**src/design/aest_pkg.sv**
```systemverilog
// Shared types and constants of the animated effect slot table.
package aest_pkg;

    localparam int FINE_W  = 20;
    localparam int SPEED_W = 12;
    localparam int PHASE_W = 16;
    localparam int TILE_W  = 10;
    localparam int STEP_W  = 8;
    localparam int SIZE_W  = 2;
    localparam int LEN_W   = 8;
    localparam int POS_W   = 14;
    localparam int SCROLL_W = 12;
    localparam int IN_DATA_W  = 88;
    localparam int OUT_DATA_W = 48;

    localparam logic [1:0] REQ_START = 2'd0;
    localparam logic [1:0] REQ_TICK  = 2'd1;
    localparam logic [1:0] REQ_DRAW  = 2'd2;

    localparam logic KIND_SPRITE = 1'b0;
    localparam logic KIND_END    = 1'b1;

    typedef enum logic [2:0] {
        S_IDLE,
        S_TICK_RD,
        S_TICK_WR,
        S_DRAW_RD,
        S_DRAW_EV,
        S_DRAW_END
    } t_state;

    typedef struct packed {
        logic [FINE_W-1:0]  fine_x;
        logic [FINE_W-1:0]  fine_y;
        logic [SPEED_W-1:0] speed_x;
        logic [SPEED_W-1:0] speed_y;
        logic [PHASE_W-1:0] phase;
        logic [TILE_W-1:0]  base_tile;
        logic [STEP_W-1:0]  step_rate;
        logic [SIZE_W-1:0]  size_shift;
        logic [LEN_W-1:0]   length_frames;
        logic               big_flag;
    } t_slot;

    typedef struct packed {
        t_slot slot;
        logic  die;
    } t_tick;

    typedef struct packed {
        logic [POS_W-1:0]  pos_x;
        logic [POS_W-1:0]  pos_y;
        logic [TILE_W-1:0] tile;
        logic [SIZE_W-1:0] size;
        logic              affine;
        logic              visible;
    } t_sprite;

endpackage

```
**src/design/animated_effect_slot_table.sv**
```systemverilog
// Top level of the animated effect slot table: slot memory, sequencer and output beat.
// Start: the slot is written in the cycle the beat is accepted.
// Tick: each live slot is read, then written back; dead slots are skipped.
// Draw: each live slot is read, then evaluated, then the closing beat; a stalled output holds the sweep.
// Throughput is set by the single-port read-modify-write of the slot memory.
// Reset (i_rst_n low, synchronous) kills all slots, zeroes the pointer and scroll speed.
module animated_effect_slot_table
    import aest_pkg::*;
#(
    parameter int SLOT_COUNT = 32
) (
    input  logic                  i_clk,
    input  logic                  i_rst_n,
    input  logic                  i_cfg_we,
    input  logic [SCROLL_W-1:0]   i_cfg_wdata,
    input  logic                  i_s_tvalid,
    output logic                  o_s_tready,
    // start_x, start_y, vel_x, vel_y, tile_base, anim_step, size_log,
    // anim_length, doubled, start_phase, zero fill
    input  logic [IN_DATA_W-1:0]  i_s_tdata,
    // req_type
    input  logic [1:0]            i_s_tuser,
    output logic                  o_m_tvalid,
    input  logic                  i_m_tready,
    // sprite_x, sprite_y, tile_index, size_code, affine_on, zero fill
    output logic [OUT_DATA_W-1:0] o_m_tdata,
    // item_kind
    output logic                  o_m_tuser,
    output logic                  o_m_tlast
);

    localparam int IW = (SLOT_COUNT > 1) ? $clog2(SLOT_COUNT) : 1;
    localparam logic [IW-1:0] LAST_IDX = IW'(SLOT_COUNT - 1);

    t_state r_state, n_state;
    logic [SLOT_COUNT-1:0] r_live, n_live;
    logic [IW-1:0] r_alloc, n_alloc, r_idx, n_idx, alloc_next, wr_addr;
    logic [SCROLL_W-1:0] r_scroll;
    logic r_out_valid, n_out_valid;
    t_sprite r_out, n_out;
    logic r_out_kind, n_out_kind;
    logic r_out_last, n_out_last;
    logic load_out;

    t_slot r_mem [SLOT_COUNT];
    t_slot r_rd_data, wr_data, start_rec;
    logic rd_en, we;

    t_tick   tick_res;
    t_sprite sprite_res;

    logic accept, out_free, idx_last;

    aest_slot_math u_math (
        .i_slot   (r_rd_data),
        .i_scroll (r_scroll),
        .o_tick   (tick_res),
        .o_sprite (sprite_res)
    );

    always_ff @(posedge i_clk) begin
        if (rd_en) begin
            r_rd_data <= r_mem[r_idx];
        end
        if (we) begin
            r_mem[wr_addr] <= wr_data;
        end
    end

    always_comb begin
        start_rec.fine_x = {{3{i_s_tdata[9]}}, i_s_tdata[9:0], 7'b0};
        start_rec.fine_y = {{3{i_s_tdata[19]}}, i_s_tdata[19:10], 7'b0};
        start_rec.speed_x = i_s_tdata[31:20];
        start_rec.speed_y = i_s_tdata[43:32];
        start_rec.base_tile = i_s_tdata[53:44];
        start_rec.step_rate = i_s_tdata[61:54];
        start_rec.size_shift = i_s_tdata[63:62];
        start_rec.length_frames = i_s_tdata[71:64];
        start_rec.big_flag = i_s_tdata[72];
        start_rec.phase = {{5{i_s_tdata[83]}}, i_s_tdata[83:73]};
    end

    assign alloc_next = (r_alloc == LAST_IDX) ? '0 : r_alloc + IW'(1);
    assign idx_last   = (r_idx == LAST_IDX);
    assign out_free   = ~r_out_valid | i_m_tready;
    assign o_s_tready = (r_state == S_IDLE);
    assign accept     = i_s_tvalid & o_s_tready;

    always_comb begin
        n_state = r_state;
        n_live = r_live;
        n_alloc = r_alloc;
        n_idx = r_idx;
        rd_en = 1'b0;
        we = 1'b0;
        wr_addr = r_idx;
        wr_data = tick_res.slot;
        load_out = 1'b0;
        n_out = sprite_res;
        n_out_kind = KIND_SPRITE;
        n_out_last = 1'b0;
        unique case (r_state)
            S_IDLE: begin
                if (accept) begin
                    unique case (i_s_tuser)
                        REQ_START: begin
                            n_alloc = alloc_next;
                            we = 1'b1;
                            wr_addr = alloc_next;
                            wr_data = start_rec;
                            n_live[alloc_next] = 1'b1;
                        end
                        REQ_TICK: begin
                            n_idx = '0;
                            n_state = S_TICK_RD;
                        end
                        REQ_DRAW: begin
                            n_idx = '0;
                            n_state = S_DRAW_RD;
                        end
                        default: begin
                        end
                    endcase
                end
            end
            S_TICK_RD: begin
                if (r_live[r_idx]) begin
                    rd_en = 1'b1;
                    n_state = S_TICK_WR;
                end else if (idx_last) begin
                    n_state = S_IDLE;
                end else begin
                    n_idx = r_idx + IW'(1);
                end
            end
            S_TICK_WR: begin
                we = 1'b1;
                if (tick_res.die) begin
                    n_live[r_idx] = 1'b0;
                end
                n_state = idx_last ? S_IDLE : S_TICK_RD;
                if (!idx_last) begin
                    n_idx = r_idx + IW'(1);
                end
            end
            S_DRAW_RD: begin
                if (r_live[r_idx]) begin
                    rd_en = 1'b1;
                    n_state = S_DRAW_EV;
                end else if (idx_last) begin
                    n_state = S_DRAW_END;
                end else begin
                    n_idx = r_idx + IW'(1);
                end
            end
            S_DRAW_EV: begin
                if (!sprite_res.visible || out_free) begin
                    load_out = sprite_res.visible;
                    n_state = idx_last ? S_DRAW_END : S_DRAW_RD;
                    if (!idx_last) begin
                        n_idx = r_idx + IW'(1);
                    end
                end
            end
            S_DRAW_END: begin
                n_out = '0;
                n_out_kind = KIND_END;
                n_out_last = 1'b1;
                if (out_free) begin
                    load_out = 1'b1;
                    n_state = S_IDLE;
                end
            end
            default: begin
                n_state = S_IDLE;
            end
        endcase
        n_out_valid = load_out | (r_out_valid & ~i_m_tready);
    end

    always_ff @(posedge i_clk) begin
        if (!i_rst_n) begin
            r_state <= S_IDLE;
            r_live <= '0;
            r_alloc <= '0;
            r_idx <= '0;
            r_scroll <= '0;
            r_out_valid <= 1'b0;
        end else begin
            r_state <= n_state;
            r_live <= n_live;
            r_alloc <= n_alloc;
            r_idx <= n_idx;
            r_out_valid <= n_out_valid;
            if (i_cfg_we) begin
                r_scroll <= i_cfg_wdata;
            end
        end
    end

    always_ff @(posedge i_clk) begin
        if (load_out) begin
            r_out <= n_out;
            r_out_kind <= n_out_kind;
            r_out_last <= n_out_last;
        end
    end

    assign o_m_tvalid = r_out_valid;
    assign o_m_tdata  = {7'b0, r_out.affine, r_out.size, r_out.tile, r_out.pos_y, r_out.pos_x};
    assign o_m_tuser  = r_out_kind;
    assign o_m_tlast  = r_out_last;

endmodule

```
**src/design/aest_slot_math.sv**
```systemverilog
// Per-slot arithmetic: tick update of one record and its sprite fields.
module aest_slot_math
    import aest_pkg::*;
(
    input  t_slot                i_slot,
    input  logic [SCROLL_W-1:0]  i_scroll,
    output t_tick                o_tick,
    output t_sprite              o_sprite
);

    logic [PHASE_W-1:0] phase_n;
    logic [6:0]         half_w;
    logic [TILE_W-1:0]  frame_sh;

    always_comb begin
        phase_n = i_slot.phase + {{(PHASE_W-STEP_W){1'b0}}, i_slot.step_rate};

        o_tick.slot = i_slot;
        o_tick.slot.phase = phase_n;
        o_tick.slot.fine_x = i_slot.fine_x
            + {{(FINE_W-SPEED_W){i_slot.speed_x[SPEED_W-1]}}, i_slot.speed_x};
        o_tick.slot.fine_y = i_slot.fine_y
            + {{(FINE_W-SPEED_W){i_slot.speed_y[SPEED_W-1]}}, i_slot.speed_y}
            + {{(FINE_W-SCROLL_W){i_scroll[SCROLL_W-1]}}, i_scroll};
        o_tick.die = $signed(phase_n[PHASE_W-1:4])
                     >= $signed({4'b0000, i_slot.length_frames});

        half_w = (i_slot.big_flag ? 7'd8 : 7'd4) << i_slot.size_shift;
        frame_sh = i_slot.phase[13:4] << i_slot.size_shift;
        o_sprite.pos_x = {i_slot.fine_x[FINE_W-1], i_slot.fine_x[FINE_W-1:7]}
                         - {7'b0, half_w};
        o_sprite.pos_y = {i_slot.fine_y[FINE_W-1], i_slot.fine_y[FINE_W-1:7]}
                         - {7'b0, half_w};
        o_sprite.tile    = i_slot.base_tile + frame_sh;
        o_sprite.size    = i_slot.size_shift;
        o_sprite.affine  = i_slot.big_flag;
        o_sprite.visible = ~i_slot.phase[PHASE_W-1];
    end

endmodule

```
**config.mk**
```make
export PLATFORM = sky130hd
export DESIGN_NAME = animated_effect_slot_table
export DESIGN_NICKNAME = d
export VERILOG_FILES = /design/src/design/aest_pkg.sv /design/src/design/animated_effect_slot_table.sv /design/src/design/aest_slot_math.sv
export SDC_FILE = /design/constraint.sdc
export NUM_CORES = 2
export LEC_CHECK = 0
export ABC_AREA = 0
export BUFFER_PORTS_ARGS = -buffer_cell sky130_fd_sc_hd__buf_4
export CORE_MARGIN = 2
export CORE_UTILIZATION = 55
export CTS_BUF_LIST = sky130_fd_sc_hd__clkbuf_8
export DETAILED_ROUTE_END_ITERATION = 16
export PLACE_DENSITY_LB_ADDON = 0.25
export SYNTH_ARGS = -nofsm -noshare
export SYNTH_HDL_FRONTEND = slang
export SYNTH_SLANG_ARGS = --single-unit
export TNS_END_PERCENT = 10
```
**constraint.sdc**
```tcl
create_clock -name i_clk -period 9.11 [get_ports i_clk]
set_input_delay 0 -clock i_clk [delete_from_list [all_inputs] [get_ports i_clk]]
set_output_delay 0 -clock i_clk [all_outputs]
set_load 0.1 [all_outputs]
```
==> qor.csv <==
stage;metric;value;unit
placed_design;PortBufs;147;
critical_path;Arr. time, crit path;6.21;ns
critical_path;Worst path depth;10;
route;mean number of vias per cell;6.706;
yosys;Yosys warning count;0;
critical_path;reg2reg setup slack;3.55;ns
floorplanning;Initial Util;0.5540;
floorplanning;die footprint;0.2631;mm^2
clock_network;CTS tree;yes;
clock_network;clock-pin slew of the registers on the worst-case setup and hold paths;0.06;ns
yosys;ys async rst share;0;
sta;Setup TNS Final;0;ns
layout;multi-input logic area;0.03078;mm^2
sta;Finish-stage setup viols;0;
sta;Tightest Pin Transition;1.582;ns
placed_design;routability congestion estimate from global placement;0.8512;
critical_path;max incr delay on CP;0.76;ns
route;wire per inst;34.96;um
hold_path;type of the most critical hold path;in -> reg;
layout;most common cell after layout, fill and taps aside;edfxtp_1;
clock_network;CTS Buf Count;579;
critical_path;slowest CP cell;buf_4;
power;Int Pwr;26.62;mW
layout;Nets;7465;
power;switch share;0.2303;
layout;share of cells above drive strength 1;0.2602;
route;post-route DRC violation count;0;
power;Clk pwr share;0.364;
global_route;global-route wire length before repair;541000;um
route;Pre-antenna DRT Iters;6;
layout;fin util;0.6215;
clock_network;worst-case clock buffer depth;4;
critical_path;cell chain of the critical path;nor3_2 -> and3_4 -> dlygate4sd3_1 -> nand2_1 -> a21boi_1 -> nor2_1 -> nand2_1 -> nor2_4 -> buf_4 -> buf_4;
hold_path;min-delay src;i_s_tdata[44];
power;maximum vdd ir drop;0.1956;mV
clock_network;worst skew pair latency;1.07;ns
sta;skew final;0.06322;ns
floorplanning;die height;512.9;um
layout;design area;0.1598;mm^2
clock_network;H-tree levels;6;
layout;# fillers;17240;
clock_network;clock sink total;3697;
critical_path;kind of cell adding the most delay to the critical path;buffers and inverters;
critical_path;Setup crit start;r_state[0];
power;Switch Pwr;7.965;mW
sta;RSZ-0062 raised after global routing;no;
global_route;initial antenna violation count;9;
global_route;vias in the first global route;73220;
critical_path;worst setup path end;r_mem[30][85];
status;status;finished, violations left;
sta;Tcrit/Tclk final;0.6104;
sta;Final Max Tran Viols;28;
sta;minimum clock period;5.561;ns
route;First DRT Iteration DRCs;11350;
floorplanning;core region area;0.2572;mm^2
sta;FMAX;179.8;MHz
yosys;#FFs+latches synth;3697;
power;Gate power share;0.088;
layout;commonest non-fill, non-tap cells in the layout;edfxtp_1, mux4_2, clkbuf_8;
sta;Hold Vio Cnt, Final;0;
route;routed wire length;386400;um
clock_network;Post-CTS Resized;0;
critical_path;Critical Path Source Type;flip-flop;
global_route;gr usage total;0.2920;
route;post-route ant nets;0;
critical_path;r2r startpoint;r_state[0];
yosys;Seq/Total Area, Yosys;0.7752;
sta;Slew HR;-0.05470;
global_route;GR Overflow Total;0;
yosys;synth unique cells;69;
critical_path;WP data required;9.76;ns
power;Reg power frac;0.548;
placed_design;pre-CTS setup slack;4.010;ns
floorplanning;Die W;512.9;um
placed_design;HPWL after DPL;189400;um
critical_path;CP max FO;33;
critical_path;CP Class;reg -> reg;
clock_network;Root Buffer;clkbuf_8;
floorplanning;Rows;186;
yosys;cell count after synthesis;6547;
yosys;Mapped Area;0.1425;mm^2
placed_design;post-place instance area;0.1485;mm^2
power;PD cells;216.4;mW/mm^2
layout;Area Growth Syn to Fin;12.18;%
status;failing checks;slew limit;
power;Static Leak;50.22;nW
critical_path;worst r2r path cells;10;
yosys;Primary FF master, synth;edfxtp_1;
route;total number of vias;74110;
critical_path;critical path capture point type;flip-flop;
floorplanning;I/O pin cnt;159;
flow_run;max-cap violations;0;
yosys;average size of a mapped cell;21.76;um^2
critical_path;r2r endpoint;r_mem[30][85];
yosys;number of enable flip-flop cells after synthesis;3639;
layout;FF/Latch Area;0.1104;mm^2
sta;setup slack after layout;3.549;ns
critical_path;CP bufs+invs;3;
global_route;largest net degree at the start of global routing;153;
[kinds of logic after synthesis]
group,count (synthesis),synth area share
AOI/OAI and AO/OA,721,0.03518
xor gates and xnor gates,66,0.004058
adders and majority gates,111,0.01096
buffers and inverters,394,0.01150
DFF,3697,0.7752
muxes,904,0.1413
other,1,0.00002632
and+or+nand+nor,653,0.02178
[flip-flops by register name (all words and copies together) (netlist names)]
register,count
o_m_tvalid,1
r_state,3
r_alloc,5
o_m_tlast,1
r_idx,5
r_rd_data,109
r_live,32
o_m_tdata,41
r_mem,3488
r_scroll,12
[worst min-delay path: cells and delay by family]
family / cells / cell delay [ns]
buffers and inverters: 1 / 0.16
AND/OR/NAND/NOR: 2 / 0.61
[metal layers]
metal / global-route usage / vias up / wire (um)
met5: 0 / - / 35
met4: 0.1011 / 6 / 14070
met3: 0.05281 / 746 / 42820
met2: 0.4622 / 4996 / 185600
met1: 0.4151 / 39210 / 143800
li1: - / 29150 / -
[final cells by class]
cell class / instances / share of cell area
Sequential cell: 3697 / 0.6911
Multi-Input combinational cell: 2462 / 0.1926
Clock buffer: 610 / 0.05253
Tap cell: 3384 / 0.02649
Timing Repair Buffer: 462 / 0.02521
Clock inverter: 383 / 0.01091
Inverter: 45 / 0.001057
Antenna cell: 8 / 0.0001253
[power groups by stage]
| stage | registers [mW] | clock network, mW | logic (mW) |
|---|---|---|---|
| after floorplan | 19.3 | 0 | 2.33 |
| after global placement | 19.3 | 0 | 2.97 |
| after detailed placement | 19.3 | 0 | 3.02 |
| after CTS | 18.9 | 12.7 | 3.07 |
| after global routing | 18.9 | 13.4 | 3.26 |
| final | 18.9 | 12.6 | 3.05 |
[worst min path at each step]
stage | to | slack [ns] | depth (start not counted)
6_report | r_mem[10][19] | 0.1 | 3
5_1_grt | r_mem[29][84] | 0.08 | 3
4_1_cts | r_mem[1][61] | 0.005 | 3
3_5_place_dp | r_scroll[9] | 0.30 | 3
3_3_place_gp | r_scroll[6] | 0.27 | 3
2_1_floorplan | r_scroll[0] | 0.15 | 2
[synth_stat cells, types with 17 or more instances]
cell      instances  area share
edfxtp_1       3639        0.77
mux4_2          884        0.14
a22oi_1         438       0.023
nand2_1         207      0.0055
clkbuf_1        194      0.0051
nor2_1          180      0.0047
nand4_1         111      0.0049
buf_2            97      0.0034
a21oi_1          92      0.0032
ha_1             88      0.0077
o21ai_0          86      0.0030
dfxtp_1          58      0.0082
buf_1            49      0.0013
inv_1            45      0.0012
xnor2_1          44      0.0027
nand3_1          29      0.0010
a21o_1           28      0.0015
nor3_1           27     0.00095
fa_1             23      0.0032
xor2_1           22      0.0014
mux2i_1          18      0.0013
nor2b_1          17     0.00075
[what timing repair did]
item	CTS	global route
hold buffers	114	0
setup buffers	0	0
hold endpoints to repair	1991	0
[stage by stage]
stage	instances	total power, mW	hold slack, ns
2_1_floorplan	6553	21.62	0.1472
3_3_place_gp	9936	22.27	0.2689
3_5_place_dp	9936	22.33	0.2958
4_1_cts	11040	34.74	0.004775
5_1_grt	11050	35.65	0.08226
6_report	11050	34.59	0.09685
No activity file was read; power rests on OpenSTA's default activity.
